<file path="src/rtl/pett_pkg.sv">
// ----------------------------------------------------------------------------
// pett_pkg
// types and constants shared by the periodic event timer table unit
// ----------------------------------------------------------------------------
package pett_pkg;

  localparam int TIME_W      = 32;
  localparam int MAX_RESULTS = 16;
  localparam int FIRE_CNT_W  = 5;

  localparam logic [2:0] CMD_TICK     = 3'd0;
  localparam logic [2:0] CMD_REGISTER = 3'd1;
  localparam logic [2:0] CMD_ENABLE   = 3'd2;
  localparam logic [2:0] CMD_DISABLE  = 3'd3;
  localparam logic [2:0] CMD_SET_THR  = 3'd4;

  typedef struct packed {
    logic [2:0]        command;
    logic [TIME_W-1:0] tick_time;
    logic [3:0]        event_index;
    logic [TIME_W-1:0] threshold;
  } in_item_t;

  typedef struct packed {
    logic       is_fire;
    logic [3:0] fired_index;
    logic [4:0] assigned_id;
    logic       ok;
    logic       last;
  } out_item_t;

  // accumulate step outcome for one table entry
  typedef struct packed {
    logic              wr;
    logic              hit;
    logic [TIME_W-1:0] value;
  } acc_res_t;

  typedef enum logic [2:0] {
    ST_IDLE  = 3'b001,
    ST_WALK  = 3'b010,
    ST_FLUSH = 3'b100
  } state_t;

endpackage

</file>
<file path="src/rtl/pett_ram.sv">
// ----------------------------------------------------------------------------
// pett_ram
// simple dual-port synchronous memory, one write and one registered read
// ----------------------------------------------------------------------------
module pett_ram #(
  parameter int WIDTH = 32,
  parameter int DEPTH = 16,
  parameter int ADDR_W = (DEPTH > 1) ? $clog2(DEPTH) : 1
) (
  input  logic              clk,
  input  logic              we,
  input  logic [ADDR_W-1:0] waddr,
  input  logic [WIDTH-1:0]  wdata,
  input  logic [ADDR_W-1:0] raddr,
  output logic [WIDTH-1:0]  rdata
);

  logic [WIDTH-1:0] mem [DEPTH];

  always_ff @(posedge clk) begin
    if (we) begin
      mem[waddr] <= wdata;
    end
    rdata <= mem[raddr];
  end

endmodule

</file>
<file path="src/rtl/pett_acc.sv">
// ----------------------------------------------------------------------------
// pett_acc
// accumulate step: adds the tick delta to an entry and checks its period
// ----------------------------------------------------------------------------
module pett_acc
  import pett_pkg::*;
(
  input  logic              enable,
  input  logic [TIME_W-1:0] elapsed,
  input  logic [TIME_W-1:0] period,
  input  logic [TIME_W-1:0] delta,
  output acc_res_t          res
);

  logic [TIME_W-1:0] sum;

  always_comb begin
    sum       = elapsed + delta;
    res.wr    = enable;
    res.hit   = enable && (sum >= period);
    res.value = res.hit ? '0 : sum;
  end

endmodule

</file>
<file path="src/rtl/periodic_event_timer_table_unit.sv">
// ----------------------------------------------------------------------------
// periodic_event_timer_table_unit
// table of periodic event timers, period and accumulator held in memories
// ----------------------------------------------------------------------------
// register, enable, disable, set threshold: result in the cycle after the
//   transfer, busy stays low, one command per cycle
// tick: walks the registered entries one per cycle through the shared read
//   port of both memories, busy during walk and flush (none if table empty)
// results cannot be stalled; rst clears entry count, enables and time base
module periodic_event_timer_table_unit
  import pett_pkg::*;
#(
  parameter int NUM_EVENTS = 16
) (
  input  logic      clk,
  input  logic      rst,
  input  logic      start,
  input  in_item_t  item,
  output logic      busy,
  output logic      result_valid,
  output out_item_t result
);

  localparam int IDX_W = (NUM_EVENTS > 1) ? $clog2(NUM_EVENTS) : 1;
  localparam int CNT_W = $clog2(NUM_EVENTS + 1);
  localparam int CMP_W = (CNT_W > 4) ? CNT_W : 4;
  localparam int ID_W  = (CNT_W > 5) ? CNT_W : 5;

  state_t                state, state_next;
  logic [CNT_W-1:0]      entry_total, entry_total_next;
  logic [TIME_W-1:0]     previous_time, previous_time_next;
  logic [TIME_W-1:0]     delta, delta_next;
  logic [NUM_EVENTS-1:0] enable_bits, enable_bits_next;
  logic [IDX_W-1:0]      cur, cur_next;
  logic [FIRE_CNT_W-1:0] fire_cnt, fire_cnt_next;
  logic                  pend_valid, pend_valid_next;
  logic [3:0]            pend_index, pend_index_next;
  logic                  result_valid_next;
  out_item_t             result_next;

  logic                  accept;
  logic [CMP_W-1:0]      idx_ext;
  logic [IDX_W-1:0]      idx_addr;
  logic                  idx_valid;
  logic                  full;
  logic [IDX_W-1:0]      total_addr;
  logic [CMP_W-1:0]      total_ext;
  logic [ID_W-1:0]       id_ext;
  logic [CMP_W-1:0]      cur_ext;
  logic                  cur_is_last;

  logic                  period_we;
  logic [IDX_W-1:0]      period_waddr;
  logic                  elapsed_we;
  logic [IDX_W-1:0]      elapsed_waddr;
  logic [TIME_W-1:0]     elapsed_wdata;
  logic [IDX_W-1:0]      raddr;
  logic [TIME_W-1:0]     period_rd;
  logic [TIME_W-1:0]     elapsed_rd;
  acc_res_t              acc;

  assign busy        = (state != ST_IDLE);
  assign accept      = start && !busy;
  assign idx_ext     = CMP_W'(item.event_index);
  assign idx_addr    = idx_ext[IDX_W-1:0];
  assign idx_valid   = idx_ext < CMP_W'(entry_total);
  assign full        = (entry_total == CNT_W'(NUM_EVENTS));
  assign total_addr  = entry_total[IDX_W-1:0];
  assign total_ext   = CMP_W'(entry_total);
  assign id_ext      = ID_W'(entry_total) + ID_W'(1);
  assign cur_ext     = CMP_W'(cur);
  assign cur_is_last = (CNT_W'(cur) + CNT_W'(1)) == entry_total;

  assign elapsed_waddr = (state == ST_WALK) ? cur : total_addr;
  assign elapsed_wdata = (state == ST_WALK) ? acc.value : '0;
  assign raddr         = (state == ST_WALK) ? (cur + IDX_W'(1)) : '0;

  pett_ram #(
    .WIDTH (TIME_W),
    .DEPTH (NUM_EVENTS)
  ) u_period_ram (
    .clk   (clk),
    .we    (period_we),
    .waddr (period_waddr),
    .wdata (item.threshold),
    .raddr (raddr),
    .rdata (period_rd)
  );

  pett_ram #(
    .WIDTH (TIME_W),
    .DEPTH (NUM_EVENTS)
  ) u_elapsed_ram (
    .clk   (clk),
    .we    (elapsed_we),
    .waddr (elapsed_waddr),
    .wdata (elapsed_wdata),
    .raddr (raddr),
    .rdata (elapsed_rd)
  );

  pett_acc u_acc (
    .enable  (enable_bits[cur]),
    .elapsed (elapsed_rd),
    .period  (period_rd),
    .delta   (delta),
    .res     (acc)
  );

  always_comb begin
    state_next         = state;
    entry_total_next   = entry_total;
    previous_time_next = previous_time;
    delta_next         = delta;
    enable_bits_next   = enable_bits;
    cur_next           = cur;
    fire_cnt_next      = fire_cnt;
    pend_valid_next    = pend_valid;
    pend_index_next    = pend_index;
    result_valid_next  = 1'b0;
    result_next        = result;
    period_we          = 1'b0;
    period_waddr       = total_addr;
    elapsed_we         = 1'b0;

    unique case (state)
      ST_IDLE: begin
        if (accept) begin
          result_next.is_fire     = 1'b0;
          result_next.fired_index = '0;
          result_next.assigned_id = '0;
          result_next.ok          = 1'b0;
          result_next.last        = 1'b1;
          unique case (item.command)
            CMD_TICK: begin
              delta_next         = item.tick_time - previous_time;
              previous_time_next = item.tick_time;
              cur_next           = '0;
              fire_cnt_next      = '0;
              pend_valid_next    = 1'b0;
              if (entry_total != '0) begin
                state_next = ST_WALK;
              end
            end
            CMD_REGISTER: begin
              result_valid_next = 1'b1;
              if (!full) begin
                period_we                     = 1'b1;
                elapsed_we                    = 1'b1;
                enable_bits_next[total_addr]  = 1'b1;
                entry_total_next              = entry_total + CNT_W'(1);
                result_next.fired_index       = total_ext[3:0];
                result_next.assigned_id       = id_ext[4:0];
                result_next.ok                = 1'b1;
              end
            end
            CMD_ENABLE, CMD_DISABLE, CMD_SET_THR: begin
              result_valid_next       = 1'b1;
              result_next.fired_index = item.event_index;
              result_next.ok          = idx_valid;
              if (idx_valid) begin
                enable_bits_next[idx_addr] = (item.command != CMD_DISABLE);
                if (item.command == CMD_SET_THR) begin
                  period_we    = 1'b1;
                  period_waddr = idx_addr;
                end
              end
            end
            default: begin
              result_valid_next = 1'b1;
            end
          endcase
        end
      end
      ST_WALK: begin
        elapsed_we = acc.wr;
        if (acc.hit && (fire_cnt < FIRE_CNT_W'(MAX_RESULTS))) begin
          fire_cnt_next   = fire_cnt + FIRE_CNT_W'(1);
          pend_valid_next = 1'b1;
          pend_index_next = cur_ext[3:0];
          if (pend_valid) begin
            result_valid_next       = 1'b1;
            result_next.is_fire     = 1'b1;
            result_next.fired_index = pend_index;
            result_next.assigned_id = '0;
            result_next.ok          = 1'b1;
            result_next.last        = 1'b0;
          end
        end
        if (cur_is_last) begin
          state_next = ST_FLUSH;
        end else begin
          cur_next = cur + IDX_W'(1);
        end
      end
      ST_FLUSH: begin
        if (pend_valid) begin
          result_valid_next       = 1'b1;
          result_next.is_fire     = 1'b1;
          result_next.fired_index = pend_index;
          result_next.assigned_id = '0;
          result_next.ok          = 1'b1;
          result_next.last        = 1'b1;
        end
        pend_valid_next = 1'b0;
        state_next      = ST_IDLE;
      end
      default: begin
        state_next = ST_IDLE;
      end
    endcase
  end

  always_ff @(posedge clk) begin
    if (rst) begin
      state         <= ST_IDLE;
      entry_total   <= '0;
      previous_time <= '0;
      enable_bits   <= '0;
      fire_cnt      <= '0;
      pend_valid    <= 1'b0;
      result_valid  <= 1'b0;
    end else begin
      state         <= state_next;
      entry_total   <= entry_total_next;
      previous_time <= previous_time_next;
      enable_bits   <= enable_bits_next;
      fire_cnt      <= fire_cnt_next;
      pend_valid    <= pend_valid_next;
      result_valid  <= result_valid_next;
    end
  end

  // payload, no reset needed
  always_ff @(posedge clk) begin
    delta      <= delta_next;
    cur        <= cur_next;
    pend_index <= pend_index_next;
    result     <= result_next;
  end

endmodule
</file>
<file path="config.mk">
export PLATFORM = sky130hd
export DESIGN_NAME = periodic_event_timer_table_unit
export DESIGN_NICKNAME = d
export VERILOG_FILES = /design/src/rtl/pett_pkg.sv /design/src/rtl/pett_ram.sv /design/src/rtl/pett_acc.sv /design/src/rtl/periodic_event_timer_table_unit.sv
export SDC_FILE = /design/constraint.sdc
export NUM_CORES = 2
export LEC_CHECK = 0
export BUFFER_PORTS_ARGS = -buffer_cell sky130_fd_sc_hd__buf_2
export CAP_MARGIN = 20
export CORE_UTILIZATION = 55
export DETAILED_ROUTE_END_ITERATION = 10
export GPL_TIMING_DRIVEN = 0
export PLACE_DENSITY = 0.72
export RECOVER_POWER = 25
export SYNTH_ARGS = -nofsm -noshare
export SYNTH_HDL_FRONTEND = slang
export SYNTH_SLANG_ARGS = --single-unit
export TNS_END_PERCENT = 1
</file>
<file path="constraint.sdc">
create_clock -name clk -period 5.76 [get_ports clk]
set_input_delay 0 -clock clk [delete_from_list [all_inputs] [get_ports clk]]
set_output_delay 0 -clock clk [all_outputs]
set_load 0.1 [all_outputs]
</file>
==> flow_metrics.env <==
export IMPL_timing_final_hold_violations=0
export IMPL_grt_total_usage_pct=29.0
export IMPL_worstPathCellList="ha_1 > a21o_1 > a21oi_2 > o21ai_1 > a31o_2 > and4_4 > o21ai_0 > nor2b_1 > xnor2_1 > ha_1 > a21o_1 > a21o_1 > a21oi_1 > o21ai_0 > a211oi_1 > o21ai_2 > a21oi_4 > clkbuf_4 > and2_2"
export IMPL_hpwl_um=95200
export IMPL_status="finished, violations left"
export IMPL_io_buffers=86
export IMPL_worstPathArrival_ns=6.10
export IMPL_skew_ns=0.0265
export IMPL_fin_nets=4449
export IMPL_area_growth_synth_to_final_pct=15.6
export IMPL_avgSynthCellArea_um2=12.9
export IMPL_ys_warnings_count=0
export IMPL_tritoncts="yes"
export IMPL_peakVddDrop_mv=0.252
export IMPL_detail_route_wirelength_um=138000
export IMPL_postSynthNetCount=4118
export IMPL_cpMaxStageDelayCell="sky130_fd_sc_hd__xnor2_1"
export IMPL_detail_route_drc_violations=2
export IMPL_first_global_vias=33145
export IMPL_drive_gt1_share_pct=8.98
export IMPL_worst_r2r_endpoint="u_elapsed_ram.mem[6][28]"
export IMPL_pins_over_slew_limit=40
export IMPL_routabilityCongestion=0.925
export IMPL_cts_htree_levels=3
export IMPL_worst_setup_path_type="flop to flop"
export IMPL_die_height_um=306
export IMPL_initial_core_util_pct=55.5
export IMPL_cts_inserted_buffers=118
export IMPL_crit_fanout=16
export IMPL_drt_wirelength_per_cell_um=24.8
export IMPL_firstDrtPassIters=9
export IMPL_cp_start_kind="flop"
export IMPL_period_share_pct=97.3
export IMPL_fin_util_pct=64.1
export IMPL_adder_cell_share_of_the_synthesized_area_pct=2.62
export IMPL_number_of_top_level_pins=88
export IMPL_timing_hold_worst_class="primary input to flop"
export IMPL_fraction_of_synthesized_cell_area_taken_by_the_top_area_cell_type_pct=63.7
export IMPL_synth_ff_latch_count=1203
export IMPL_ys_top_cells_by_count="sky130_fd_sc_hd__edfxtp_1 (1076), sky130_fd_sc_hd__nand2_1 (642), sky130_fd_sc_hd__a211oi_1 (346)"
export IMPL_cap_violations=1
export IMPL_pin_count_of_the_biggest_net_entering_global_routing=40
export IMPL_die_w_um=306
export IMPL_synth_area_um2=50800
export IMPL_global_route_wire_length_before_repair_um=203000
export IMPL_viasPerCell=6.21
export IMPL_ys_dominant_reg_cell="sky130_fd_sc_hd__edfxtp_1"
export IMPL_post_route_cell_area_um2=58700
export IMPL_synth_top_family_by_area="compound AO/OA/AOI/OAI gates"
export IMPL_grt_ovfl_total=0
export IMPL_synth_most_common_cell="sky130_fd_sc_hd__edfxtp_1"
export IMPL_critical_path_max_stage_delay_ns=0.70
export IMPL_power_density_nw_per_um2=307
export IMPL_crit_start="delta[1]"
export IMPL_num_rows=111
export IMPL_post_layout_total_power_uw=18000
export IMPL_timing_hold_worst_start="item[65]"
export IMPL_synth_xor_area_share_pct=1.14
export IMPL_placed_cell_area_um2=53800
export IMPL_failing_checks="DRC, capacitance limit, slew limit"
export IMPL_die_area_um2=93500
export IMPL_worst_pin_slew_ns=2.09
export IMPL_cts_max_path_buffers=3
export IMPL_post_synthesis_compound_gate_area_fraction_pct=14.2
export IMPL_placeableCoreArea_um2=91500
export IMPL_synth_simple_area_share_pct=10.5
export IMPL_synth_top_cell_by_area="sky130_fd_sc_hd__edfxtp_1"
export IMPL_crit_required_ns=6.25
export IMPL_reg2reg_slack_ns=0.15
export IMPL_synth_yosys_seq_area_share_pct=68.7
export IMPL_postSynth_asyncResetShare_pct=0
export IMPL_synth_cell_type_count=74
export IMPL_achievable_frequency_mhz=178
export IMPL_crit_reg2reg_launch="delta[1]"
export IMPL_via_count=34552
export IMPL_clk_root_buffer_cell="sky130_fd_sc_hd__clkbuf_16"
export IMPL_number_of_enable_flip_flop_cells_after_synthesis=1076
export IMPL_route_antenna_remaining_nets=0
export IMPL_finalSetupViolations=0
export IMPL_initial_antenna_violation_count=0
export IMPL_static_leakage_power_uw=0.0195
export IMPL_period_needed_ns=5.61
export IMPL_critPathMostFrequentCell="sky130_fd_sc_hd__a21o_1"
export IMPL_crit_path_end_kind="flop"
export IMPL_synth_mux_area_fraction_pct=0.283
export IMPL_clk_latency_ns=0.71
export IMPL_first_iter_violations=4130
export IMPL_max_slew_margin_pct=-39.2
export IMPL_synth_top_cells_by_area="sky130_fd_sc_hd__edfxtp_1 (64%), sky130_fd_sc_hd__a211oi_1 (5.1%), sky130_fd_sc_hd__dfxtp_1 (5.0%), sky130_fd_sc_hd__nand2_1 (4.7%), sky130_fd_sc_hd__nor2b_1 (3.3%)"
export IMPL_cts_clk_slew_worst_paths_ns=0.06
export IMPL_setup_worst_path_end="u_elapsed_ram.mem[6][28]"
export IMPL_rr_worst_depth=19
export IMPL_number_of_cells_produced_by_synthesis=3939
export IMPL_cts_sinks=1203
[final cells by class]
cell class	instances	area, um^2
inverter	89	334
buffer	257	1010
tap	1186	1480
fill	6585	32900
antenna	2	5.00
timing repair buffer	211	2060
multi-input combinational	2390	14900
clock inverter	74	830
sequential	1203	34900
clock buffer	150	3160
[how the worst min path moves through the flow]
stage	to	slack, ns	cells after the start
5_1_grt	previous_time[25]	0.11	4
6_report	previous_time[29]	0.09	4
4_1_cts	previous_time[29]	0.06	4
3_3_place_gp	previous_time[10]	0.26	3
2_1_floorplan	u_period_ram.mem[0][0]	0.1	0
3_5_place_dp	previous_time[29]	0.26	3
[metal layers]
metal / GRT usage (%) / share of wire (%) / vias up
met5: 0 / 0 / -
met4: 11.6 / 3.7 / 0
met3: 4.72 / 9.7 / 296
met2: 46.1 / 46 / 1892
met1: 40.2 / 40 / 16793
li1: - / - / 15571
[what timing repair did]
| action | in CTS | in global routing |
|---|---|---|
| endpoints found under the setup margin | 476 | 486 |
| hold buffers | 80 | 0 |
| setup buffers | 2 | 0 |
| resized for setup | 23 | 22 |
| endpoints found under the hold margin | 611 | 0 |
| pin swaps | 1 | 0 |
[stage by stage]
stage               setup TNS [ns]  std cells  setup slack [ns]  hold slack [ns]
floorplan                        0       3939              1.11           0.0989
global placement           -272.30       5211             -1.26            0.256
detailed placement         -127.36       5252            -0.559            0.261
CTS                              0       5558            0.0183           0.0566
global route               -0.0454       5560          -0.00453            0.107
finish                           0       5562             0.154           0.0909
[layout by cell type (no fill, tap or decap), types with 69 or more instances in the layout]
master	Yosys	layout
sky130_fd_sc_hd__dfxtp_1	127	127
sky130_fd_sc_hd__dlygate4sd3_1	0	80
sky130_fd_sc_hd__inv_1	85	86
sky130_fd_sc_hd__edfxtp_1	1076	1076
sky130_fd_sc_hd__clkbuf_1	215	283
sky130_fd_sc_hd__nor2b_1	269	269
sky130_fd_sc_hd__nand2_1	642	642
sky130_fd_sc_hd__a21oi_1	260	258
sky130_fd_sc_hd__a211oi_1	346	345
sky130_fd_sc_hd__a311oi_1	131	131
sky130_fd_sc_hd__ha_1	103	103
sky130_fd_sc_hd__nor2_1	102	69
sky130_fd_sc_hd__o21ai_0	74	74
sky130_fd_sc_hd__a31oi_1	139	139
sky130_fd_sc_hd__clkbuf_16	0	118
[critical path, delay by kind of cell (launching register included)]
family	cells	cell delay (ns)
adders and majority gates	2	0.69
and+or+nand+nor	3	0.80
AOI/OAI and AO/OA	12	2.40
DFF	1	0.43
buffers and inverters	1	0.34
xor gates and xnor gates	1	0.70
[power by group]
part | switching, uW | internal (uW) | leakage, uW
registers | 19.4 | 9480 | 0.0108
logic | 418 | 213 | 0.00666
clock network | 3330 | 4570 | 0.00195
[cell families (layout without fill, tap and decap cells)]
group | Yosys count | in the layout
muxes | 8 | 8
and+or+nand+nor | 1146 | 1146
other | 0 | 2
xor gates and xnor gates | 66 | 66
adders and majority gates | 105 | 105
DFF | 1203 | 1203
AOI/OAI and AO/OA | 1065 | 1065
buffers and inverters | 346 | 781
[sequential cells by signal (all words and copies together), names as in the netlist, 12 cells and up]
signal / cells
enable_bits: 16
delta: 32
u_elapsed_ram.rdata: 32
result: 12
u_period_ram.rdata: 32
u_elapsed_ram.mem: 512
previous_time: 32
u_period_ram.mem: 512
Power figures use the tool's default switching activity.
